## config.mk

```make
export PLATFORM = sky130hd
export DESIGN_NAME = lidar_scan_cluster_centroids
export DESIGN_NICKNAME = d
export VERILOG_FILES = /design/src/rtl/lsc_pkg.sv /design/src/rtl/lsc_front.sv /design/src/rtl/lsc_queue.sv /design/src/rtl/lsc_div.sv /design/src/rtl/lsc_back.sv /design/src/rtl/lidar_scan_cluster_centroids.sv
export SDC_FILE = /design/constraint.sdc
export NUM_CORES = 2
export LEC_CHECK = 0
export BUFFER_PORTS_ARGS = -buffer_cell sky130_fd_sc_hd__buf_2
export CAP_MARGIN = 10
export CORE_MARGIN = 1
export CORE_UTILIZATION = 35
export CTS_CLUSTER_DIAMETER = 50
export CTS_CLUSTER_SIZE = 24
export DETAILED_ROUTE_END_ITERATION = 12
export PLACE_DENSITY_LB_ADDON = 0.12
export SLEW_MARGIN = 10
export SYNTH_ARGS = -nofsm -noshare
export SYNTH_HDL_FRONTEND = slang
export SYNTH_SLANG_ARGS = --single-unit
```

## constraint.sdc

```tcl
create_clock -name clk -period 13.8 [get_ports clk]
set_input_delay 2.76 -clock clk [delete_from_list [all_inputs] [get_ports clk]]
set_output_delay 2.76 -clock clk [all_outputs]
set_load 0.005 [all_outputs]
```

## src/rtl/lsc_pkg.sv

```systemverilog
// ----------------------------------------------------------------------------
// lsc_pkg
// shared types and constants for the lidar scan cluster centroid block
// ----------------------------------------------------------------------------
package lsc_pkg;

    // configuration register indexes
    typedef enum logic [2:0] {
        CFG_ANGLE_START   = 3'd0,
        CFG_ANGLE_STEP    = 3'd1,
        CFG_RANGE_LOWER   = 3'd2,
        CFG_RANGE_UPPER   = 3'd3,
        CFG_JOIN_DISTANCE = 3'd4,
        CFG_MIN_POINTS    = 3'd5
    } lsc_cfg_idx_t;

    localparam int CFG_DATA_W = 16;
    localparam int COUNT_W    = 13;
    localparam int ID_W       = 12;
    localparam int COORD_W    = 17;
    localparam int SUM_W      = 30;
    localparam int COUNT_CAP  = 4096;

    // quarter-wave sine polynomial coefficients, q30
    localparam logic [31:0] COEF_A = 32'd1686629713;
    localparam logic [31:0] COEF_B = 32'd688904866;
    localparam logic [31:0] COEF_C = 32'd76016977;
    localparam logic [31:0] Q30_ONE = 32'd1073741824;
    localparam logic [15:0] QUARTER_TURN = 16'd16384;

    // classified beam passed from front to back
    typedef struct packed {
        logic [15:0] range;
        logic [15:0] angle;
        logic        point;  // beam gives a point
        logic        last;   // final beam of the scan
    } lsc_word_t;

endpackage

```

## src/rtl/lsc_front.sv

```systemverilog
// ----------------------------------------------------------------------------
// lsc_front
// accepts beams, screens range and flags, forms the beam angle
// ----------------------------------------------------------------------------
module lsc_front #(
    parameter int RANGE_BITS = 16
) (
    input  logic                   in_valid,
    output logic                   in_ready,
    input  logic [15:0]            range_mm,
    input  logic                   reading_bad,
    input  logic [11:0]            beam_index,
    input  logic                   scan_end,
    input  logic [15:0]            angle_start,
    input  logic [15:0]            angle_step,
    input  logic [15:0]            range_lower,
    input  logic [15:0]            range_upper,
    input  logic                   q_full,
    output logic                   q_push,
    output lsc_pkg::lsc_word_t     q_word
);
    import lsc_pkg::*;

    localparam int RB = (RANGE_BITS < 16) ? RANGE_BITS : 16;
    localparam logic [15:0] RANGE_MASK = 16'((32'd1 << RB) - 32'd1);

    logic [15:0] range_eff;
    logic [27:0] step_prod;
    logic        point;

    always_comb
    begin
        range_eff = range_mm & RANGE_MASK;
        step_prod = beam_index * angle_step;
        point     = !reading_bad && (range_eff >= range_lower) && (range_eff <= range_upper);
        q_word.range = range_eff;
        q_word.angle = angle_start + step_prod[15:0];
        q_word.point = point;
        q_word.last  = scan_end;
    end

    // words that neither give a point nor end the scan are dropped here
    assign in_ready = !q_full;
    assign q_push   = in_valid && !q_full && (point || scan_end);

endmodule

```

## src/rtl/lsc_queue.sv

```systemverilog
// ----------------------------------------------------------------------------
// lsc_queue
// two-entry queue between front and back
// ----------------------------------------------------------------------------
module lsc_queue (
    input  logic               clk,
    input  logic               rst_n,
    input  logic               push,
    input  lsc_pkg::lsc_word_t push_word,
    output logic               full,
    input  logic               pop,
    output logic               not_empty,
    output lsc_pkg::lsc_word_t head_word
);
    import lsc_pkg::*;

    lsc_word_t  mem_reg [2];
    logic       wr_ptr_reg, wr_ptr_next;
    logic       rd_ptr_reg, rd_ptr_next;
    logic [1:0] cnt_reg, cnt_next;

    assign full      = (cnt_reg == 2'd2);
    assign not_empty = (cnt_reg != 2'd0);
    assign head_word = mem_reg[rd_ptr_reg];

    always_comb
    begin
        wr_ptr_next = wr_ptr_reg ^ push;
        rd_ptr_next = rd_ptr_reg ^ pop;
        cnt_next    = cnt_reg + {1'b0, push} - {1'b0, pop};
    end

    always_ff @(posedge clk or negedge rst_n)
    begin
        if (!rst_n)
        begin
            wr_ptr_reg <= 1'b0;
            rd_ptr_reg <= 1'b0;
            cnt_reg    <= 2'd0;
        end
        else
        begin
            wr_ptr_reg <= wr_ptr_next;
            rd_ptr_reg <= rd_ptr_next;
            cnt_reg    <= cnt_next;
        end
    end

    always_ff @(posedge clk)
    begin
        if (push)
        begin
            mem_reg[wr_ptr_reg] <= push_word;
        end
    end

endmodule

```

## src/rtl/lsc_div.sv

```systemverilog
// ----------------------------------------------------------------------------
// lsc_div
// bit-serial signed sum by point count divider, truncates toward zero
// ----------------------------------------------------------------------------
module lsc_div (
    input  logic                                 clk,
    input  logic                                 rst_n,
    input  logic                                 start,
    input  logic signed [lsc_pkg::SUM_W-1:0]     dividend,
    input  logic        [lsc_pkg::COUNT_W-1:0]   divisor,
    output logic                                 busy,
    output logic signed [lsc_pkg::COORD_W-1:0]   quotient
);
    import lsc_pkg::*;

    localparam int CNT_W = $clog2(SUM_W);

    logic               busy_reg, busy_next;
    logic [CNT_W-1:0]   cnt_reg, cnt_next;
    logic [COUNT_W-1:0] rem_reg, rem_next;
    logic [SUM_W-1:0]   quo_reg, quo_next;
    logic [COUNT_W-1:0] div_reg, div_next;
    logic               neg_reg, neg_next;
    logic [COUNT_W:0]   trial;
    logic               ge;

    always_comb
    begin
        busy_next = busy_reg;
        cnt_next  = cnt_reg;
        rem_next  = rem_reg;
        quo_next  = quo_reg;
        div_next  = div_reg;
        neg_next  = neg_reg;
        trial     = {rem_reg, quo_reg[SUM_W-1]};
        ge        = (trial >= {1'b0, div_reg});
        if (start)
        begin
            busy_next = 1'b1;
            cnt_next  = '0;
            rem_next  = '0;
            quo_next  = dividend[SUM_W-1] ? SUM_W'(-dividend) : SUM_W'(dividend);
            div_next  = divisor;
            neg_next  = dividend[SUM_W-1];
        end
        else if (busy_reg)
        begin
            rem_next = ge ? COUNT_W'(trial - {1'b0, div_reg}) : trial[COUNT_W-1:0];
            quo_next = {quo_reg[SUM_W-2:0], ge};
            cnt_next = cnt_reg + 1'b1;
            if (cnt_reg == CNT_W'(SUM_W - 1))
            begin
                busy_next = 1'b0;
            end
        end
    end

    always_ff @(posedge clk or negedge rst_n)
    begin
        if (!rst_n)
        begin
            busy_reg <= 1'b0;
            cnt_reg  <= '0;
            rem_reg  <= '0;
            quo_reg  <= '0;
            div_reg  <= '0;
            neg_reg  <= 1'b0;
        end
        else
        begin
            busy_reg <= busy_next;
            cnt_reg  <= cnt_next;
            rem_reg  <= rem_next;
            quo_reg  <= quo_next;
            div_reg  <= div_next;
            neg_reg  <= neg_next;
        end
    end

    assign busy     = busy_reg;
    assign quotient = neg_reg ? -$signed(quo_reg[COORD_W-1:0]) : $signed(quo_reg[COORD_W-1:0]);

endmodule

```

## src/rtl/lsc_back.sv

```systemverilog
// ----------------------------------------------------------------------------
// lsc_back
// per-beam sequencer: trig, polar to cartesian, join test, cluster close
// ----------------------------------------------------------------------------
module lsc_back #(
    parameter int MAX_BEAMS      = 4096,
    parameter int TRIG_FRAC_BITS = 15
) (
    input  logic                                clk,
    input  logic                                rst_n,
    input  logic                                q_not_empty,
    input  lsc_pkg::lsc_word_t                  q_word,
    output logic                                q_pop,
    input  logic [15:0]                         join_distance,
    input  logic [lsc_pkg::COUNT_W-1:0]         min_points,
    output logic                                out_valid,
    input  logic                                out_ready,
    output logic                                object_valid,
    output logic [lsc_pkg::ID_W-1:0]            object_id,
    output logic signed [lsc_pkg::COORD_W-1:0]  centroid_x,
    output logic signed [lsc_pkg::COORD_W-1:0]  centroid_y,
    output logic [lsc_pkg::COUNT_W-1:0]         point_count,
    output logic                                scan_done
);
    import lsc_pkg::*;

    localparam int F   = TRIG_FRAC_BITS;
    localparam int CAP = (MAX_BEAMS < COUNT_CAP) ? MAX_BEAMS : COUNT_CAP;
    localparam logic [COUNT_W-1:0] CAP_CNT = COUNT_W'(CAP);
    localparam logic [31:0] RND_S = 32'd1 << (29 - F);
    localparam logic [63:0] RND_M = 64'd1 << (F - 1);

    typedef enum logic [14:0] {
        ST_IDLE  = 15'b000000000000001,
        ST_SQ    = 15'b000000000000010,
        ST_C     = 15'b000000000000100,
        ST_B     = 15'b000000000001000,
        ST_A     = 15'b000000000010000,
        ST_R     = 15'b000000000100000,
        ST_S     = 15'b000000001000000,
        ST_JD    = 15'b000000010000000,
        ST_DX    = 15'b000000100000000,
        ST_DY    = 15'b000001000000000,
        ST_JN    = 15'b000010000000000,
        ST_ADD   = 15'b000100000000000,
        ST_CLOSE = 15'b001000000000000,
        ST_DIV   = 15'b010000000000000,
        ST_EMIT  = 15'b100000000000000
    } lsc_state_t;

    lsc_state_t state_reg, state_next;
    logic        cos_reg, cos_next;
    logic [15:0] rng_reg, rng_next;
    logic [15:0] ang_reg, ang_next;
    logic        end_reg, end_next;
    logic        final_reg, final_next;
    logic        join_reg, join_next;
    logic        qual_reg, qual_next;
    logic [31:0] z2_reg, z2_next;
    logic [31:0] jd2_reg, jd2_next;
    logic [33:0] dx2_reg, dx2_next;
    logic [63:0] prod_reg, prod_next;
    logic signed [COORD_W-1:0] x_reg, x_next, y_reg, y_next;
    logic signed [COORD_W-1:0] last_x_reg, last_x_next, last_y_reg, last_y_next;
    logic        have_last_reg, have_last_next;
    logic signed [SUM_W-1:0] sum_x_reg, sum_x_next, sum_y_reg, sum_y_next;
    logic [COUNT_W-1:0] count_reg, count_next;
    logic [ID_W-1:0]    sent_reg, sent_next;

    logic        out_valid_reg, out_valid_next;
    logic        obj_valid_reg, obj_valid_next;
    logic [ID_W-1:0] obj_id_reg, obj_id_next;
    logic signed [COORD_W-1:0] cx_reg, cx_next, cy_reg, cy_next;
    logic [COUNT_W-1:0] cnt_out_reg, cnt_out_next;
    logic        done_reg, done_next;

    logic [15:0] ph_ang;
    logic [14:0] qpos;
    logic [31:0] t_hi, s_val, m_val, mul_a, mul_b;
    logic [COORD_W-1:0] mag;
    logic signed [COORD_W-1:0] coord;
    logic signed [COORD_W:0] dx_s, dy_s;
    logic [COORD_W-1:0] dx_abs, dy_abs;
    logic [34:0] gap_sq;
    logic [COUNT_W-1:0] need;
    logic        qual;
    logic        div_start, div_busy_x, div_busy_y;
    logic signed [COORD_W-1:0] qx, qy;
    logic [63:0] mag_wide;

    lsc_div u_div_x (
        .clk(clk), .rst_n(rst_n), .start(div_start), .dividend(sum_x_reg),
        .divisor(count_reg), .busy(div_busy_x), .quotient(qx)
    );

    lsc_div u_div_y (
        .clk(clk), .rst_n(rst_n), .start(div_start), .dividend(sum_y_reg),
        .divisor(count_reg), .busy(div_busy_y), .quotient(qy)
    );

    always_comb
    begin
        // quadrant fold of the current trig angle
        ph_ang   = ang_reg + (cos_reg ? QUARTER_TURN : 16'd0);
        qpos     = ph_ang[14] ? (15'd16384 - {1'b0, ph_ang[13:0]}) : {1'b0, ph_ang[13:0]};
        t_hi     = prod_reg[61:30];
        s_val    = prod_reg[45:14];
        if (s_val > Q30_ONE)
        begin
            s_val = Q30_ONE;
        end
        m_val    = (s_val + RND_S) >> (30 - F);
        mag_wide = (prod_reg + RND_M) >> F;
        mag      = mag_wide[COORD_W-1:0];
        coord    = ph_ang[15] ? -$signed(mag) : $signed(mag);
        dx_s     = {x_reg[COORD_W-1], x_reg} - {last_x_reg[COORD_W-1], last_x_reg};
        dy_s     = {y_reg[COORD_W-1], y_reg} - {last_y_reg[COORD_W-1], last_y_reg};
        dx_abs   = dx_s[COORD_W] ? COORD_W'(-dx_s) : dx_s[COORD_W-1:0];
        dy_abs   = dy_s[COORD_W] ? COORD_W'(-dy_s) : dy_s[COORD_W-1:0];
        gap_sq   = {1'b0, dx2_reg} + {1'b0, prod_reg[33:0]};
        need     = (min_points == '0) ? COUNT_W'(1) : min_points;
        qual     = (count_reg != '0) && (count_reg >= need);

        mul_a = '0;
        mul_b = '0;
        case (state_reg)
            ST_SQ:
            begin
                mul_a = {17'd0, qpos};
                mul_b = {17'd0, qpos};
            end
            ST_C:
            begin
                mul_a = COEF_C;
                mul_b = {prod_reg[29:0], 2'b00};
            end
            ST_B:
            begin
                mul_a = COEF_B - t_hi;
                mul_b = z2_reg;
            end
            ST_A:
            begin
                mul_a = COEF_A - t_hi;
                mul_b = {17'd0, qpos};
            end
            ST_R:
            begin
                mul_a = {16'd0, rng_reg};
                mul_b = m_val;
            end
            ST_JD:
            begin
                mul_a = {16'd0, join_distance};
                mul_b = {16'd0, join_distance};
            end
            ST_DX:
            begin
                mul_a = {15'd0, dx_abs};
                mul_b = {15'd0, dx_abs};
            end
            ST_DY:
            begin
                mul_a = {15'd0, dy_abs};
                mul_b = {15'd0, dy_abs};
            end
            default:
            begin
                mul_a = '0;
                mul_b = '0;
            end
        endcase
        prod_next = mul_a * mul_b;

        state_next     = state_reg;
        cos_next       = cos_reg;
        rng_next       = rng_reg;
        ang_next       = ang_reg;
        end_next       = end_reg;
        final_next     = final_reg;
        join_next      = join_reg;
        qual_next      = qual_reg;
        z2_next        = z2_reg;
        jd2_next       = jd2_reg;
        dx2_next       = dx2_reg;
        x_next         = x_reg;
        y_next         = y_reg;
        last_x_next    = last_x_reg;
        last_y_next    = last_y_reg;
        have_last_next = have_last_reg;
        sum_x_next     = sum_x_reg;
        sum_y_next     = sum_y_reg;
        count_next     = count_reg;
        sent_next      = sent_reg;
        q_pop          = 1'b0;
        div_start      = 1'b0;

        out_valid_next = out_valid_reg && !out_ready;
        obj_valid_next = obj_valid_reg;
        obj_id_next    = obj_id_reg;
        cx_next        = cx_reg;
        cy_next        = cy_reg;
        cnt_out_next   = cnt_out_reg;
        done_next      = done_reg;

        case (state_reg)
            ST_IDLE:
            begin
                if (q_not_empty)
                begin
                    q_pop    = 1'b1;
                    rng_next = q_word.range;
                    ang_next = q_word.angle;
                    end_next = q_word.last;
                    cos_next = 1'b1;
                    if (q_word.point)
                    begin
                        state_next = ST_SQ;
                    end
                    else
                    begin
                        final_next = 1'b1;
                        state_next = ST_CLOSE;
                    end
                end
            end
            ST_SQ:
            begin
                state_next = ST_C;
            end
            ST_C:
            begin
                z2_next    = {prod_reg[29:0], 2'b00};
                state_next = ST_B;
            end
            ST_B:
            begin
                state_next = ST_A;
            end
            ST_A:
            begin
                state_next = ST_R;
            end
            ST_R:
            begin
                state_next = ST_S;
            end
            ST_S:
            begin
                if (cos_reg)
                begin
                    x_next     = coord;
                    cos_next   = 1'b0;
                    state_next = ST_SQ;
                end
                else
                begin
                    y_next = coord;
                    if (have_last_reg)
                    begin
                        state_next = ST_JD;
                    end
                    else
                    begin
                        join_next  = 1'b0;
                        state_next = ST_ADD;
                    end
                end
            end
            ST_JD:
            begin
                state_next = ST_DX;
            end
            ST_DX:
            begin
                jd2_next   = prod_reg[31:0];
                state_next = ST_DY;
            end
            ST_DY:
            begin
                dx2_next   = prod_reg[33:0];
                state_next = ST_JN;
            end
            ST_JN:
            begin
                join_next = (gap_sq < {3'd0, jd2_reg}) && (count_reg < CAP_CNT);
                if ((gap_sq < {3'd0, jd2_reg}) && (count_reg < CAP_CNT))
                begin
                    state_next = ST_ADD;
                end
                else
                begin
                    final_next = 1'b0;
                    state_next = ST_CLOSE;
                end
            end
            ST_ADD:
            begin
                if (join_reg)
                begin
                    sum_x_next = sum_x_reg + SUM_W'(x_reg);
                    sum_y_next = sum_y_reg + SUM_W'(y_reg);
                    count_next = count_reg + 1'b1;
                end
                else
                begin
                    sum_x_next = SUM_W'(x_reg);
                    sum_y_next = SUM_W'(y_reg);
                    count_next = COUNT_W'(1);
                end
                last_x_next    = x_reg;
                last_y_next    = y_reg;
                have_last_next = 1'b1;
                if (end_reg)
                begin
                    final_next = 1'b1;
                    state_next = ST_CLOSE;
                end
                else
                begin
                    state_next = ST_IDLE;
                end
            end
            ST_CLOSE:
            begin
                qual_next = qual;
                if (qual)
                begin
                    div_start  = 1'b1;
                    state_next = ST_DIV;
                end
                else if (final_reg)
                begin
                    state_next = ST_EMIT;
                end
                else
                begin
                    state_next = ST_ADD;
                end
            end
            ST_DIV:
            begin
                if (!div_busy_x && !div_busy_y)
                begin
                    state_next = ST_EMIT;
                end
            end
            ST_EMIT:
            begin
                if (!out_valid_reg || out_ready)
                begin
                    out_valid_next = 1'b1;
                    obj_valid_next = qual_reg;
                    obj_id_next    = qual_reg ? sent_reg : '0;
                    cx_next        = qual_reg ? qx : '0;
                    cy_next        = qual_reg ? qy : '0;
                    cnt_out_next   = qual_reg ? count_reg : '0;
                    done_next      = final_reg;
                    if (qual_reg)
                    begin
                        sent_next = sent_reg + 1'b1;
                    end
                    if (final_reg)
                    begin
                        have_last_next = 1'b0;
                        last_x_next    = '0;
                        last_y_next    = '0;
                        sum_x_next     = '0;
                        sum_y_next     = '0;
                        count_next     = '0;
                        sent_next      = '0;
                        state_next     = ST_IDLE;
                    end
                    else
                    begin
                        state_next = ST_ADD;
                    end
                end
            end
            default:
            begin
                state_next = ST_IDLE;
            end
        endcase
    end

    always_ff @(posedge clk or negedge rst_n)
    begin
        if (!rst_n)
        begin
            state_reg     <= ST_IDLE;
            cos_reg       <= 1'b0;
            end_reg       <= 1'b0;
            final_reg     <= 1'b0;
            join_reg      <= 1'b0;
            qual_reg      <= 1'b0;
            last_x_reg    <= '0;
            last_y_reg    <= '0;
            have_last_reg <= 1'b0;
            sum_x_reg     <= '0;
            sum_y_reg     <= '0;
            count_reg     <= '0;
            sent_reg      <= '0;
            out_valid_reg <= 1'b0;
        end
        else
        begin
            state_reg     <= state_next;
            cos_reg       <= cos_next;
            end_reg       <= end_next;
            final_reg     <= final_next;
            join_reg      <= join_next;
            qual_reg      <= qual_next;
            last_x_reg    <= last_x_next;
            last_y_reg    <= last_y_next;
            have_last_reg <= have_last_next;
            sum_x_reg     <= sum_x_next;
            sum_y_reg     <= sum_y_next;
            count_reg     <= count_next;
            sent_reg      <= sent_next;
            out_valid_reg <= out_valid_next;
        end
    end

    always_ff @(posedge clk)
    begin
        rng_reg       <= rng_next;
        ang_reg       <= ang_next;
        z2_reg        <= z2_next;
        jd2_reg       <= jd2_next;
        dx2_reg       <= dx2_next;
        prod_reg      <= prod_next;
        x_reg         <= x_next;
        y_reg         <= y_next;
        obj_valid_reg <= obj_valid_next;
        obj_id_reg    <= obj_id_next;
        cx_reg        <= cx_next;
        cy_reg        <= cy_next;
        cnt_out_reg   <= cnt_out_next;
        done_reg      <= done_next;
    end

    assign out_valid    = out_valid_reg;
    assign object_valid = obj_valid_reg;
    assign object_id    = obj_id_reg;
    assign centroid_x   = cx_reg;
    assign centroid_y   = cy_reg;
    assign point_count  = cnt_out_reg;
    assign scan_done    = done_reg;

endmodule

```

## src/rtl/lidar_scan_cluster_centroids.sv

```systemverilog
// ----------------------------------------------------------------------------
// lidar_scan_cluster_centroids
// groups lidar beams into clusters and reports each cluster's centroid
// ----------------------------------------------------------------------------
// sequence: a point beam in the back runs two trig evaluations of six steps
//   each on one shared 32x32 multiplier, then the join test (not for a
//   scan's first point); each reported cluster adds the bit-serial 30-bit
//   centroid divide and the result write
// flow: a beam holds the back until done, plus result stalls; screened-out
//   words never reach it; a two-word queue decouples input
// reset: rst_n clears the scan state and control; config regs get defaults
module lidar_scan_cluster_centroids #(
    parameter int MAX_BEAMS      = 4096,
    parameter int RANGE_BITS     = 16,
    parameter int TRIG_FRAC_BITS = 15
) (
    input  logic                                clk,
    input  logic                                rst_n,
    // beam input words
    input  logic                                in_valid,
    output logic                                in_ready,
    input  logic [15:0]                         range_mm,
    input  logic                                reading_bad,
    input  logic [11:0]                         beam_index,
    input  logic                                scan_end,
    // result words
    output logic                                out_valid,
    input  logic                                out_ready,
    output logic                                object_valid,
    output logic [lsc_pkg::ID_W-1:0]            object_id,
    output logic signed [lsc_pkg::COORD_W-1:0]  centroid_x,
    output logic signed [lsc_pkg::COORD_W-1:0]  centroid_y,
    output logic [lsc_pkg::COUNT_W-1:0]         point_count,
    output logic                                scan_done,
    // configuration write port
    input  logic                                cfg_write,
    input  logic [2:0]                          cfg_index,
    input  logic [lsc_pkg::CFG_DATA_W-1:0]      cfg_data
);
    import lsc_pkg::*;

    // configuration registers
    logic [15:0]        angle_start_reg, angle_start_next;
    logic [15:0]        angle_step_reg, angle_step_next;
    logic [15:0]        range_lower_reg, range_lower_next;
    logic [15:0]        range_upper_reg, range_upper_next;
    logic [15:0]        join_dist_reg, join_dist_next;
    logic [COUNT_W-1:0] min_points_reg, min_points_next;

    // front to queue to back
    logic      q_push, q_full, q_pop, q_not_empty;
    lsc_word_t push_word, head_word;

    always_comb
    begin
        angle_start_next = angle_start_reg;
        angle_step_next  = angle_step_reg;
        range_lower_next = range_lower_reg;
        range_upper_next = range_upper_reg;
        join_dist_next   = join_dist_reg;
        min_points_next  = min_points_reg;
        if (cfg_write)
        begin
            case (cfg_index)
                CFG_ANGLE_START:   angle_start_next = cfg_data;
                CFG_ANGLE_STEP:    angle_step_next  = cfg_data;
                CFG_RANGE_LOWER:   range_lower_next = cfg_data;
                CFG_RANGE_UPPER:   range_upper_next = cfg_data;
                CFG_JOIN_DISTANCE: join_dist_next   = cfg_data;
                CFG_MIN_POINTS:    min_points_next  = cfg_data[COUNT_W-1:0];
                default:           ;  // unmapped index, write ignored
            endcase
        end
    end

    always_ff @(posedge clk or negedge rst_n)
    begin
        if (!rst_n)
        begin
            angle_start_reg <= 16'd0;
            angle_step_reg  <= 16'd182;
            range_lower_reg <= 16'd0;
            range_upper_reg <= 16'hFFFF;
            join_dist_reg   <= 16'd500;
            min_points_reg  <= COUNT_W'(3);
        end
        else
        begin
            angle_start_reg <= angle_start_next;
            angle_step_reg  <= angle_step_next;
            range_lower_reg <= range_lower_next;
            range_upper_reg <= range_upper_next;
            join_dist_reg   <= join_dist_next;
            min_points_reg  <= min_points_next;
        end
    end

    // screening and beam angle
    lsc_front #(
        .RANGE_BITS(RANGE_BITS)
    ) u_front (
        .in_valid    (in_valid),
        .in_ready    (in_ready),
        .range_mm    (range_mm),
        .reading_bad (reading_bad),
        .beam_index  (beam_index),
        .scan_end    (scan_end),
        .angle_start (angle_start_reg),
        .angle_step  (angle_step_reg),
        .range_lower (range_lower_reg),
        .range_upper (range_upper_reg),
        .q_full      (q_full),
        .q_push      (q_push),
        .q_word      (push_word)
    );

    // lets the input side keep accepting while the back works
    lsc_queue u_queue (
        .clk       (clk),
        .rst_n     (rst_n),
        .push      (q_push),
        .push_word (push_word),
        .full      (q_full),
        .pop       (q_pop),
        .not_empty (q_not_empty),
        .head_word (head_word)
    );

    // trig, clustering and centroid reporting
    lsc_back #(
        .MAX_BEAMS      (MAX_BEAMS),
        .TRIG_FRAC_BITS (TRIG_FRAC_BITS)
    ) u_back (
        .clk           (clk),
        .rst_n         (rst_n),
        .q_not_empty   (q_not_empty),
        .q_word        (head_word),
        .q_pop         (q_pop),
        .join_distance (join_dist_reg),
        .min_points    (min_points_reg),
        .out_valid     (out_valid),
        .out_ready     (out_ready),
        .object_valid  (object_valid),
        .object_id     (object_id),
        .centroid_x    (centroid_x),
        .centroid_y    (centroid_y),
        .point_count   (point_count),
        .scan_done     (scan_done)
    );

endmodule
```

# [Word level (Yosys, flattened, before mapping)]
# Memories as Yosys holds them, arrays and structs flattened.
# Index checks and enable logic that the tools add are counted.
# W data, S select, Z words.
[word_totals] inputBits=54 mem_bits_rw=68 output_inout_bits=63 elab_cells=247 mem_count=1 regBits=636
[memory_table] name="u_queue.mem_reg" words=2 width=34 read_ports=1 rd_clocked_by_memory_dff=0 write_ports=1 line_no="lsc_queue.sv:17" source="lsc_word_t mem_reg [2];"
[classes] n_eq_ne=32 n_addsub=27 reduce_logical=44 magnitude_cmp=8 mux=82 bitwise_logic=3 n_mul=2
[op_table] cell="$mux W30" n=10
[op_table] cell="$pmux W32 S8" n=1
[op_table] cell="$pmux W15 S15" n=1
[op_table] cell="$pmux W32 S7" n=1
[op_table] cell="$mux W13" n=13
[op_table] cell="$mux W15" n=8
[op_table] cell="$pmux W30 S2" n=2
[op_table] cell="$mux W17" n=7
[op_table] cell="$neg A17 Y17" n=5
[op_table] cell="$pmux W17 S2" n=2
[op_table] cell="$add A32 B15 Y32 const B" n=2
[op_table] cell="$mul A32 B32 Y62" n=1
[op_table] cell="$add A30 B17 Y30" n=2
[op_table] cell="$neg A30 Y30" n=2
[op_table] cell="$mux W12" n=4
[op_table] cell="$sub A17 B17 Y18" n=2
[op_table] cell="$add A34 B34 Y35" n=1
[op_table] cell="$lt A35 B32 Y1" n=1
[op_table] cell="$add A16 B16 Y16" n=2
[op_table] cell="$gt A32 B31 Y1 const B" n=1
[op_table] cell="$mux W32" n=1
[op_table] cell="$sub A30 B32 Y32 const A" n=1
[op_table] cell="$sub A31 B32 Y32 const A" n=1
[op_table] cell="$ge A14 B13 Y1" n=2
[op_table] cell="53 further kinds" n=125

# [Logic depth before layout (Yosys ltp)]
[logic_depth] word_depth=7 mapped_depth=46 ltp_nobuf=44

# [Modules after synthesis]
# Synthesis repeated with hierarchy kept, for this count alone.
[hier_totals] hier_cells=8537 area_unflattened_um2=79418.7
[modules_own_cells] mod="lsc_back" instances=1 cells_per_inst=6580 seq_area_each_um2=11467.2 area_each_um2=58976.6
[modules_own_cells] mod="lsc_div" instances=2 cells_per_inst=507 seq_area_each_um2=1576.5 area_each_um2=4479.3
[modules_own_cells] mod="lsc_front" instances=1 cells_per_inst=620 seq_area_each_um2=0.0 area_each_um2=5076.1
[modules_own_cells] mod="lidar_scan_cluster_centroids" instances=1 cells_per_inst=201 seq_area_each_um2=2363.5 area_each_um2=3592.2
[modules_own_cells] mod="lsc_queue" instances=1 cells_per_inst=122 seq_area_each_um2=2142.1 area_each_um2=2815.2

# [Worst setup path after synthesis]
# Ideal clock, no wire load.
[synth_timing] path_type="reg2reg" startpoint="register u_back.last_x_reg[1]" endpoint="register u_back.prod_reg[57]" period_less_slack_ns=10.850 required_time_ns=13.680 path_stages_with_launch=38 t_arrival_ns=10.730 path_slack_ns=2.950 path_buffers=1 setup_ns=0.120 cell_sequence="dfrtp_1 inv_1 ha_1 nor2b_1 o2111a_1 or3_4 a311oi_1 mux2_2 a2111oi_1 nor4b_1 o211a_1 o21ai_1 o211ai_1 buf_2 nand2_1 fa_1 inv_1 fa_1 (+2 left out) inv_1 fa_1 inv_1 fa_1 inv_1 fa_1 fa_1 fa_1 ha_1 a2111oi_0 a31oi_1 a2111oi_1 nor4_1 a2111oi_2 o21ai_0 a31oi_1 o21ai_0 xnor2_1"
[synth_between] elab_chain_len=5 elab_cells_between_ends=6 classes_between="add/sub (2); mul (1); mux (3)"
[synth_lines] item="start, declared" line_no="lsc_back.sv:64" source="logic signed [COORD_W-1:0] last_x_reg, last_x_next, last_y_reg, last_y_next;"
[synth_lines] item="start signal, assigned" line_no="lsc_back.sv:414" source="last_x_reg <= last_x_next;"
[synth_lines] item="$sub A17 B17 Y18 *" line_no="lsc_back.sv:116" source="dx_s = {x_reg[COORD_W-1], x_reg} - {last_x_reg[COORD_W-1], last_x_reg};"
[synth_lines] item="$neg A17 Y17" line_no="lsc_back.sv:118" source="dx_abs = dx_s[COORD_W] ? COORD_W'(-dx_s) : dx_s[COORD_W-1:0];"
[synth_lines] item="$mux W17 *" line_no="lsc_back.sv:118"
[synth_lines] item="$pmux W32 S8 or $pmux W32 S7 (tied branches)" line_no="lsc_back.sv:126" source="case (state_reg)"
[synth_lines] item="$mul A32 B32 Y62 *" line_no="lsc_back.sv:173" source="prod_next = mul_a * mul_b;"
[synth_lines] item="net u_back.prod_next[57]" line_no="lsc_back.sv:62" source="logic [63:0] prod_reg, prod_next;"
[synth_lines] item="end signal, assigned" line_no="lsc_back.sv:432" source="prod_reg <= prod_next;"
[synth_lines] item="end, declared" line_no="lsc_back.sv:62"
# Mark *: on every way through the listed nets, which the timed path passes. The rest lies on a longest branch.
# A chain may end at the register's enable or synchronous reset.

# [Worst setup path after layout]
[layout_timing] startpoint="register u_back.last_x_reg[1]" endpoint="register u_back.prod_reg[59]"
# The elaborated chain is that of the path after synthesis.

==> metrics.txt <==
grt ovf=0; critical path endpoint=u_back.prod_reg[59]$_DFF_P_; num rows=172; Worst-path clk slew=0.06 ns; Final WS setup=0.6996 ns; drt drc=0; most frequent cell after synthesis=inv_1; Post-Place Worst Slack=0.8257 ns; WP buf/inv=5; unrepaired setup endpoints after global routing=no; R2R cell count=37; Mapped Nets=9982; # H-tree levels=3; post-CTS resize count=0; CP top delay family=adder cells; final-report setup violation count=0; routed length per placed instance=22.37 µm; Num Clock Sinks=704; cell count after synthesis=8393; LEAKAGE=39.75 nW; final WL=256100 µm; sequential area share after synthesis=24.13%; root buffer cell=clkbuf_16; YS warnings=0; layout cells sized above 1=8.753%; Pins Over Slew Limit=0; status=finished clean; post-layout min period=13.10 ns; CTS max path bufs=3; Die Wd=473.8 µm; CTS Hold Buffers Added=0; CP endpoint kind=register; reg2reg end=u_back.prod_reg[59]$_DFF_P_; RR Startpoint=u_back.last_x_reg[1]$_DFFE_PN0P_; vias in the first global route=61200; number of vias per cell=5.215; CP peak stage delay=0.94 ns; IO Count=117; first-pass GRT wire length=389400 µm; Mapped Avg Cell Area=9.283 µm²; max FFs per register=68; origin of the worst setup path=u_back.last_x_reg[1]$_DFFE_PN0P_; f_max=76.33 MHz; initial core utilization=35.36%; pwr dens=137.6 nW/µm²; TritonCTS clock tree=yes; 1st-pass router iterations=5; Synth top area share=25.54%; final hold viol count=0; Die Y-Extent=473.8 µm; Hold Crit Start=u_back.last_y_reg[16]$_DFFE_PN0P_; Final Util=39.06%; die footprint=224500 µm²; initial antenna violation count=12; commonest cells in the netlist=1355 x inv_1, 996 x nand2_1, 994 x fa_1; Final TNS setup=0 ns; vias after detailed routing=59720; Startpoint Class=register; CP Max Fanout=11; largest area contributor in the netlist=fa_1; Slew @ Worst Pin=1.181 ns; Buffers on Ports=116; worst skew pair latency=0.74 ns; max_cap viols=0; ys async rst share=49.86%; number of buffers created by CTS=101; Post-DRT Antenna Nets=0; Crit Path Category=reg -> reg; Max transition margin=20.73%; most frequent cell on the critical path=fa_1; Tot GR Track Use=23.01%; Clock Skews=0.06114 ns; Worst path slowest cell=and4_1; largest net degree at the start of global routing=103; routability cong.=0.9164; HP Class=reg -> reg; CORE AREA=220400 µm²; Seq cells post-synth=704; Hold Path Depth=2; Power Total=11.85 mW; VDD IR max=364.4 µV; critical path depth in cells=37; synth-to-layout area growth=10.48%; dpl hpwl=200800 µm; period utilization=94.93%; Fillers=22200; top post-synthesis cells by area=fa_1 26%, edfxtp_1 11%, dfrtp_1 10%; R2R Setup Slk=0.70 ns; Post-synth EDFFs=291; CP arrival=13.68 ns; top_reg_cell synth=dfrtp_1; synthesized cell area=77910 µm²; count of cell types in the netlist=94; initial detailed-routing violation count=4238; Req. time, crit path=14.38 ns; Nets=9989; Post-CTS Setup Inserts=0
[worst register-to-register path, delay by kind of cell, from the launching register on]
family          cells  cell delay [ns]
buf+inv             5             0.74
flops               1             0.39
simple gates        5             1.81
compound gates     14             4.55
mux                 1             0.41
xor+xnor            2             0.36
fa+ha+maj          10             4.72
[how the worst min path moves through the flow]
stage | end
finish | u_back.last_y_reg[16]$_DFFE_PN0P_
detailed placement | u_back.last_y_reg[16]$_DFFE_PN0P_
CTS | u_back.last_y_reg[16]$_DFFE_PN0P_
global route | min_points_reg[12]$_DFFE_PN0P_
floorplan | u_back.dx2_reg[32]$_DFFE_PN_
global placement | u_back.last_y_reg[16]$_DFFE_PN0P_
[through the flow]
step | hold slack (ns) | instances | cell area (µm²)
after global placement | 0.4740 | 11250 | 82370
after global routing | 0.5216 | 11450 | 86070
after CTS | 0.4925 | 11450 | 86070
after floorplan | 0.4348 | 8393 | 77910
final | 0.4900 | 11450 | 86080
after detailed placement | 0.4780 | 11260 | 82370
[layout make-up]
cell class	instances	area, µm²	share of cell area [%]
diodes	5	12.51	0.01454
flip-flops and latches	704	18810	21.85
inverters	1357	5094	5.917
well taps	2958	3701	4.300
multi-input cells	5932	52760	61.29
repair buffers	304	2011	2.336
clock inverters	78	994.7	1.156
clock buffers	114	2703	3.140
[cell usage in the layout, fill, tap and decap left out, types with 186 or more instances in the layout]
master / Yosys / layout
inv_1: 1355 / 1352
edfxtp_1: 291 / 291
nor2_1: 590 / 584
and2_1: 245 / 245
buf_4: 2 / 186
nand2_1: 996 / 996
fa_1: 994 / 994
o21ai_0: 279 / 278
a21oi_1: 324 / 321
dfrtp_1: 321 / 317
xnor2_1: 241 / 241
ha_1: 541 / 541
[kinds of logic after synthesis]
logic type,synth area share (%)
multiplexers,2.422
adder cells (fa/ha/maj),34.23
AND/OR/NAND/NOR,14.42
buffers and inverters,8.542
flip-flops,24.13
XOR/XNOR,4.508
AO/OA/AOI/OAI,11.75
[power breakdown]
part,total [mW],internal (mW),leakage (nW),switching [mW]
combinational,5.66,2.25,30.9,3.41
clock,2.78,1.62,1.77,1.16
sequential,3.40,2.95,7.11,0.450
[per-layer routing]
metal / vias up / routed length (µm) / GRT usage, % / share of wire [%]
li1: 27400 / - / - / -
met1: 30310 / 113500 / 31.13 / 44
met2: 1614 / 120700 / 37.96 / 47
met3: 390 / 12340 / 2.605 / 4.8
met4: 0 / 9653 / 7.978 / 3.8
met5: - / 0 / 0 / 0
(Power assumes the default switching activity.)
